File: src/sv/deq_pkg.sv
package deq_pkg;

    localparam int DEPTH = 16;
    localparam int AW    = $clog2(DEPTH);
    localparam int CW    = $clog2(DEPTH + 1);
    localparam int OCC_W = 5;

    localparam logic [2:0] OP_PUSH_FRONT = 3'd0;
    localparam logic [2:0] OP_PUSH_BACK  = 3'd1;
    localparam logic [2:0] OP_POP_FRONT  = 3'd2;
    localparam logic [2:0] OP_POP_BACK   = 3'd3;
    localparam logic [2:0] OP_PEEK_FRONT = 3'd4;
    localparam logic [2:0] OP_PEEK_BACK  = 3'd5;

    localparam logic [1:0] ST_OK    = 2'd0;
    localparam logic [1:0] ST_EMPTY = 2'd1;
    localparam logic [1:0] ST_FULL  = 2'd2;

    typedef struct packed {
        logic [2:0]         opcode;
        logic signed [31:0] push_value;
    } t_deq_in;

    typedef struct packed {
        logic signed [31:0] read_value;
        logic [1:0]         status;
        logic [OCC_W-1:0]   occupancy;
    } t_deq_out;

    typedef struct packed {
        logic               wr_en;
        logic               rd_en;
        logic [AW-1:0]      addr;
        logic signed [31:0] wdata;
        logic [1:0]         status;
        logic [OCC_W-1:0]   occupancy;
    } t_deq_cmd;

endpackage

File: src/sv/double_ended_queue_top.sv
// An accepted transaction's result goes through a pending register, then the output.
// Throughput: one transaction per cycle while the input is not stalled, set by the
// single-port ring memory, which performs one read or one write per transaction.
// A result held under output stall blocks input only once a second result waits.
// Synchronous active-low reset clears the head, the count and all valid flags.
// The ring memory is not cleared; entries are read only after being written.
module double_ended_queue_top
    import deq_pkg::*;
(
    input  logic     i_clk,
    input  logic     i_rst_n,
    input  logic     i_in_valid,
    output logic     o_in_stall,
    input  t_deq_in  i_in,
    output logic     o_out_valid,
    input  logic     i_out_stall,
    output t_deq_out o_out
);

    t_deq_cmd           cmd;
    logic               accept;
    logic               pend_adv;
    logic signed [31:0] rd_data;

    logic               r_pend;
    logic               r_pend_rd;
    logic [1:0]         r_pend_status;
    logic [OCC_W-1:0]   r_pend_occ;
    logic               r_out_valid;
    t_deq_out           r_out;

    assign pend_adv   = r_pend && (!r_out_valid || !i_out_stall);
    assign o_in_stall = r_pend && !pend_adv;
    assign accept     = i_in_valid && !o_in_stall;

    deq_ctrl u_ctrl (
        .i_clk    (i_clk),
        .i_rst_n  (i_rst_n),
        .i_accept (accept),
        .i_in     (i_in),
        .o_cmd    (cmd)
    );

    deq_ram u_ram (
        .i_clk     (i_clk),
        .i_accept  (accept),
        .i_cmd     (cmd),
        .o_rd_data (rd_data)
    );

    always_ff @(posedge i_clk) begin
        if (!i_rst_n) begin
            r_pend <= 1'b0;
        end else if (accept) begin
            r_pend <= 1'b1;
        end else if (pend_adv) begin
            r_pend <= 1'b0;
        end
    end

    always_ff @(posedge i_clk) begin
        if (accept) begin
            r_pend_rd     <= cmd.rd_en;
            r_pend_status <= cmd.status;
            r_pend_occ    <= cmd.occupancy;
        end
    end

    always_ff @(posedge i_clk) begin
        if (!i_rst_n) begin
            r_out_valid <= 1'b0;
        end else if (pend_adv) begin
            r_out_valid <= 1'b1;
        end else if (!i_out_stall) begin
            r_out_valid <= 1'b0;
        end
    end

    always_ff @(posedge i_clk) begin
        if (pend_adv) begin
            r_out.read_value <= r_pend_rd ? rd_data : '0;
            r_out.status     <= r_pend_status;
            r_out.occupancy  <= r_pend_occ;
        end
    end

    assign o_out_valid = r_out_valid;
    assign o_out       = r_out;

    a_full_status: assert property (@(posedge i_clk) disable iff (!i_rst_n)
        (o_out_valid && o_out.status == ST_FULL) |-> (o_out.occupancy == OCC_W'(DEPTH)))
        else $error("Full status reported below full occupancy.");

    a_empty_status: assert property (@(posedge i_clk) disable iff (!i_rst_n)
        (o_out_valid && o_out.status == ST_EMPTY)
            |-> (o_out.occupancy == '0 && o_out.read_value == '0))
        else $error("Empty status reported with stored words or a nonzero value.");

    a_stall_only_when_pend: assert property (@(posedge i_clk) disable iff (!i_rst_n)
        o_in_stall |-> (r_pend && r_out_valid))
        else $error("Input stalled without a waiting result.");

endmodule

File: src/sv/deq_ram.sv
module deq_ram
    import deq_pkg::*;
(
    input  logic               i_clk,
    input  logic               i_accept,
    input  t_deq_cmd           i_cmd,
    output logic signed [31:0] o_rd_data
);

    logic signed [31:0] r_mem [DEPTH];
    logic signed [31:0] r_rd_data;

    always_ff @(posedge i_clk) begin
        if (i_accept && i_cmd.wr_en) begin
            r_mem[i_cmd.addr] <= i_cmd.wdata;
        end
        if (i_accept && i_cmd.rd_en) begin
            r_rd_data <= r_mem[i_cmd.addr];
        end
    end

    assign o_rd_data = r_rd_data;

endmodule

File: src/sv/deq_ctrl.sv
module deq_ctrl
    import deq_pkg::*;
(
    input  logic     i_clk,
    input  logic     i_rst_n,
    input  logic     i_accept,
    input  t_deq_in  i_in,
    output t_deq_cmd o_cmd
);

    logic [AW-1:0] r_head;
    logic [AW-1:0] n_head;
    logic [CW-1:0] r_cnt;
    logic [CW-1:0] n_cnt;

    logic          empty;
    logic          full;
    logic [AW-1:0] head_dec;
    logic [AW-1:0] head_inc;
    logic [CW:0]   tail_sum;
    logic [CW:0]   back_sum;
    logic [AW-1:0] tail_slot;
    logic [AW-1:0] back_slot;

    assign empty    = (r_cnt == '0);
    assign full     = (r_cnt >= CW'(DEPTH));
    assign head_dec = (r_head == '0) ? AW'(DEPTH - 1) : r_head - AW'(1);
    assign head_inc = (r_head == AW'(DEPTH - 1)) ? '0 : r_head + AW'(1);
    assign tail_sum = (CW + 1)'(r_head) + (CW + 1)'(r_cnt);
    assign back_sum = tail_sum - (CW + 1)'(1);

    always_comb begin
        tail_slot = tail_sum[AW-1:0];
        back_slot = back_sum[AW-1:0];
        if (tail_sum >= (CW + 1)'(DEPTH)) begin
            tail_slot = AW'(tail_sum - (CW + 1)'(DEPTH));
        end
        if (back_sum >= (CW + 1)'(DEPTH)) begin
            back_slot = AW'(back_sum - (CW + 1)'(DEPTH));
        end
    end

    always_comb begin
        n_head          = r_head;
        n_cnt           = r_cnt;
        o_cmd.wr_en     = 1'b0;
        o_cmd.rd_en     = 1'b0;
        o_cmd.addr      = r_head;
        o_cmd.wdata     = i_in.push_value;
        o_cmd.status    = ST_OK;
        case (i_in.opcode)
            OP_PUSH_FRONT: begin
                if (full) begin
                    o_cmd.status = ST_FULL;
                end else begin
                    o_cmd.wr_en = 1'b1;
                    o_cmd.addr  = head_dec;
                    n_head      = head_dec;
                    n_cnt       = r_cnt + CW'(1);
                end
            end
            OP_PUSH_BACK: begin
                if (full) begin
                    o_cmd.status = ST_FULL;
                end else begin
                    o_cmd.wr_en = 1'b1;
                    o_cmd.addr  = tail_slot;
                    n_cnt       = r_cnt + CW'(1);
                end
            end
            OP_POP_FRONT: begin
                if (empty) begin
                    o_cmd.status = ST_EMPTY;
                end else begin
                    o_cmd.rd_en = 1'b1;
                    n_head      = head_inc;
                    n_cnt       = r_cnt - CW'(1);
                end
            end
            OP_POP_BACK: begin
                if (empty) begin
                    o_cmd.status = ST_EMPTY;
                end else begin
                    o_cmd.rd_en = 1'b1;
                    o_cmd.addr  = back_slot;
                    n_cnt       = r_cnt - CW'(1);
                end
            end
            OP_PEEK_FRONT: begin
                if (empty) begin
                    o_cmd.status = ST_EMPTY;
                end else begin
                    o_cmd.rd_en = 1'b1;
                end
            end
            OP_PEEK_BACK: begin
                if (empty) begin
                    o_cmd.status = ST_EMPTY;
                end else begin
                    o_cmd.rd_en = 1'b1;
                    o_cmd.addr  = back_slot;
                end
            end
            default: begin
            end
        endcase
        o_cmd.occupancy = OCC_W'(n_cnt);
    end

    always_ff @(posedge i_clk) begin
        if (!i_rst_n) begin
            r_head <= '0;
            r_cnt  <= '0;
        end else if (i_accept) begin
            r_head <= n_head;
            r_cnt  <= n_cnt;
        end
    end

    a_cnt_range: assert property (@(posedge i_clk) disable iff (!i_rst_n)
        r_cnt <= CW'(DEPTH))
        else $error("Element count exceeds the ring depth.");

    a_no_access_on_error: assert property (@(posedge i_clk) disable iff (!i_rst_n)
        (o_cmd.status != ST_OK) |-> (!o_cmd.wr_en && !o_cmd.rd_en && n_cnt == r_cnt))
        else $error("A rejected transaction touched the ring or the count.");

    a_head_on_accept: assert property (@(posedge i_clk) disable iff (!i_rst_n)
        (i_accept && i_in.opcode == OP_POP_FRONT && !empty) |=> (r_head == $past(head_inc)))
        else $error("Head did not advance after a front removal.");

endmodule

File: config.mk
export PLATFORM = sky130hd
export DESIGN_NAME = double_ended_queue_top
export DESIGN_NICKNAME = d
export VERILOG_FILES = /design/src/sv/deq_pkg.sv /design/src/sv/double_ended_queue_top.sv /design/src/sv/deq_ram.sv /design/src/sv/deq_ctrl.sv
export SDC_FILE = /design/constraint.sdc
export NUM_CORES = 1
export LEC_CHECK = 0
export BUFFER_PORTS_ARGS = -buffer_cell sky130_fd_sc_hd__buf_2
export CAP_MARGIN = 20
export CORE_ASPECT_RATIO = 1.25
export CORE_UTILIZATION = 55
export CTS_BUF_LIST = sky130_fd_sc_hd__clkbuf_2
export CTS_CLUSTER_DIAMETER = 80
export CTS_CLUSTER_SIZE = 10
export DETAILED_ROUTE_END_ITERATION = 10
export GPL_TIMING_DRIVEN = 0
export PLACE_DENSITY = 0.72
export SLEW_MARGIN = 20
export SYNTH_ARGS = -nofsm -noshare
export SYNTH_HDL_FRONTEND = slang
export SYNTH_SLANG_ARGS = --single-unit
File: constraint.sdc
create_clock -name i_clk -period 12.1 [get_ports i_clk]
set_clock_uncertainty 0.2 [all_clocks]
set_input_delay 0.605 -clock i_clk [delete_from_list [all_inputs] [get_ports i_clk]]
set_output_delay 0.605 -clock i_clk [all_outputs]
set_load 0.01 [all_outputs]
==> run metrics <==
status finished clean; Worst Setup End Kind register; share of power burned in registers 60.5%; io pins 80; # nets final 1,765; Post-CTS Setup Bufs 0; Reg-to-Reg Start u_ctrl.r_head[1]; Die Ht 236 um; R2R setup slack 6680 ps; first-pass GRT wire length 87.3 mm; Die Span X 189 um; Netlist cell types 63; largest net degree at the start of global routing 22; grt total ovfl 0; Worst Hold Launch i_rst_n; Die Footprint 44,500 um2; antenna viol nets, final 0; max-slew violations 0; VDD IR max 0.0743 mV; TNS Setup 0 ps; Synth Flop Type edfxtp_1; input/output buffers between 70 and 80; worst min-delay path class in2reg; pre-CTS setup slack about 6900 ps; EDFF count, synth 591; hold depth 3; Syn Inst Count around 1.5k; path depth of the worst reg2reg path 12; critical setup path kind reg2reg; actual slew at the worst max-slew pin approximately 1000 ps; Placer Congestion 0.867; CTS tree yes; wire length per cell 25.4 um; Starting DRT DRC Count 1,351; syn_area_per_cell approximately 16 um2; Initial Util a little under three fifths; post-synth top area share 73.9%; largest area contributor in the netlist edfxtp_1; Sw Share 27.8%; ys async rst share 0%; post_cts resized 0; RR Endpoint u_ram.r_mem[12][11]; Seq/Total Area, Yosys 74.8%; worst path required time 12,620 ps; Synthesized Nets approximately 1.6k; GR Util All Layers a little over a quarter; MaxCap Viol Count 0; WP data arrival 5940 ps; clock root cell clkbuf_2; # H-tree levels 3; Via density 6.24; switching power 0.00108 W; Lkg Pwr 9.60 nW; cts bufs inserted 70; Tcrit/Tclk final 44.8%; Final min period 5420 ps; hold buffer count at CTS 39; Synth Warn # 0; final worst setup slack approximately 6700 ps; routed via count 14.4k; Slew HR 31.2%; Clock transition at path regs between 200 and 300 ps; vias in the first global route 14.3k; Clk pwr share 22.2%; residual DRC count 0; final-layout fill cell count around 3.1k; Comb pwr share 17.3%; Synth area leaders edfxtp_1 74%, mux2i_1 5.5%, a21oi_1 3.0%, a22o_1 2.3%, nand2_1 2.3%; DRT Pass-1 Iters 5; endpoints failing setup 0; placeable core area 43,100 um2; antenna violations before repair 1; RSZ-0062 raised after global routing false; DP HPWL 38.9 mm; worst-skew pair later-pin latency 1060 ps; post-layout util between 60% and 70%; register bit total from synthesis 602; clk sinks 602; Layout area overhead 11.8%; Mapped Area 24,000 um2; maximum clock frequency approximately 180 MHz; power per cell area approximately 140 nW/um2; Int Power 0.00280 W; crit start category register; row count 85; Clock Path Buffers 3; Worst Hold End u_ctrl.r_head[2]; final hold viol count 0; DRT Wirelength approximately 59 mm; CP Max Fanout 13; ratio of cells with drive above 1 in the final layout 17.5%
-- power groups by stage --
stage          clock network, W  registers (W)  logic, W
2_1_floorplan                 0        0.00239  0.000411
3_3_place_gp                  0        0.00239  0.000624
3_5_place_dp                  0        0.00239  0.000655
4_1_cts                0.000877        0.00235  0.000667
5_1_grt                0.000951        0.00235  0.000709
6_report               0.000860        0.00235  0.000673
-- cell usage in the layout (no fill, tap or decap), drive strengths merged, types with 11 or more instances in the layout --
| master | Yosys | layout |
|---|---|---|
| and2 | 38 | 38 |
| dfxtp | 11 | 11 |
| inv | 11 | 14 |
| o21ai | 11 | 11 |
| edfxtp | 591 | 591 |
| a22o | 64 | 64 |
| nor2 | 32 | 32 |
| nand2 | 148 | 148 |
| o22ai | 35 | 35 |
| dlygate4sd3 | 0 | 39 |
| a221o | 33 | 33 |
| mux2i | 132 | 132 |
| clkbuf | 41 | 135 |
| a21oi | 145 | 145 |
| buf | 60 | 164 |
| a22oi | 66 | 66 |
-- synthesized netlist by cell type, types with 3 or more instances --
cell      count
edfxtp_1    591
a221o_1      33
a22oi_1      65
a22o_1       64
nor2b_1       9
a21oi_1     145
nor2_1       31
nor4_1        3
and2_1       38
a21boi_0      3
mux2i_1     132
buf_2        41
buf_4         6
and3_1        4
inv_1         9
o211ai_1      3
clkbuf_1     41
nand2_1     147
buf_1         8
o22ai_1      15
xnor2_1       4
dfxtp_1      11
nor3_1        8
o22ai_2      20
o21ai_0      10
ha_1          9
-- worst max-delay path by stage --
stage | slack, ps | start | endpoint | cells past startpoint
2_1_floorplan | 7510 | u_ctrl.r_cnt[0] | u_ram.r_mem[13][0] | 11
3_3_place_gp | 4990 | u_ctrl.r_cnt[0] | u_ram.r_mem[5][9] | 11
3_5_place_dp | 6890 | u_ctrl.r_head[1] | u_ram.r_mem[15][9] | 12
4_1_cts | 6800 | u_ctrl.r_head[1] | u_ram.r_mem[12][31] | 12
5_1_grt | 6620 | u_ctrl.r_head[1] | u_ram.r_mem[15][4] | 12
6_report | 6680 | u_ctrl.r_head[1] | u_ram.r_mem[12][11] | 12
-- per-layer routing --
metal,GRT usage (%),vias to the layer above,share of wire (%)
li1,-,6309,-
met1,33.2,7193,37
met2,46.2,761,51
met3,4.35,143,8.0
met4,11.5,0,3.5
met5,0,-,0
-- cell families (layout without fill, tap and decap cells) --
| group | after synthesis | in the layout | synth area share, % |
|---|---|---|---|
| DFF | 602 | 602 | 74.8 |
| AOI/OAI and AO/OA | 379 | 379 | 11.3 |
| and+or+nand+nor | 258 | 258 | 5.08 |
| muxes | 134 | 134 | 5.60 |
| buffers and inverters | 112 | 353 | 2.30 |
| adders and majority gates | 10 | 10 | 0.552 |
| xor gates and xnor gates | 6 | 6 | 0.276 |
| other | 0 | 2 | 0 |
-- registers in the layout, summed over array words and instances, names as in the netlist --
register / flops
u_ctrl.r_head: 4
r_pend_rd: 1
o_out: 39
u_ram.r_mem: 512
r_pend_occ: 5
u_ram.o_rd_data: 32
u_ctrl.r_cnt: 5
r_pend: 1
o_out_valid: 1
r_pend_status: 2
-- area by class of cell --
type,count,area [um2],area share [%]
antenna,2,5.00,0.0186
buffer,101,512,1.91
clock buffer,94,470,1.75
clock inverter,4,46.3,0.172
inverter,11,41.3,0.154
multi-input combinational,787,5620,20.9
sequential,602,18000,66.9
tap,565,707,2.63
timing repair buffer,143,1470,5.48
-- worst max-delay path, stage by stage, from the launching register on --
cell	delay, ps
dfxtp_1	630
ha_1	310
a21o_1	150
a21oi_1	330
xnor3_1	410
a21oi_1	210
nor3_1	110
nor2_1	660
clkbuf_1	680
inv_1	370
nor2_4	570
buf_16	230
buf_16	170
-- stage by stage --
stage / hold WS [ps] / power [W] / cell area (um2) / instances
after floorplan: 200 / 0.00281 / 24000 / 1501
after global placement: 202 / 0.00302 / 25100 / 2143
after detailed placement: 207 / 0.00305 / 25900 / 2170
after CTS: 64.0 / 0.00389 / 26800 / 2307
after global routing: 102 / 0.00401 / 26800 / 2309
final: 101 / 0.00388 / 26800 / 2309
(Power assumes the default switching activity.)
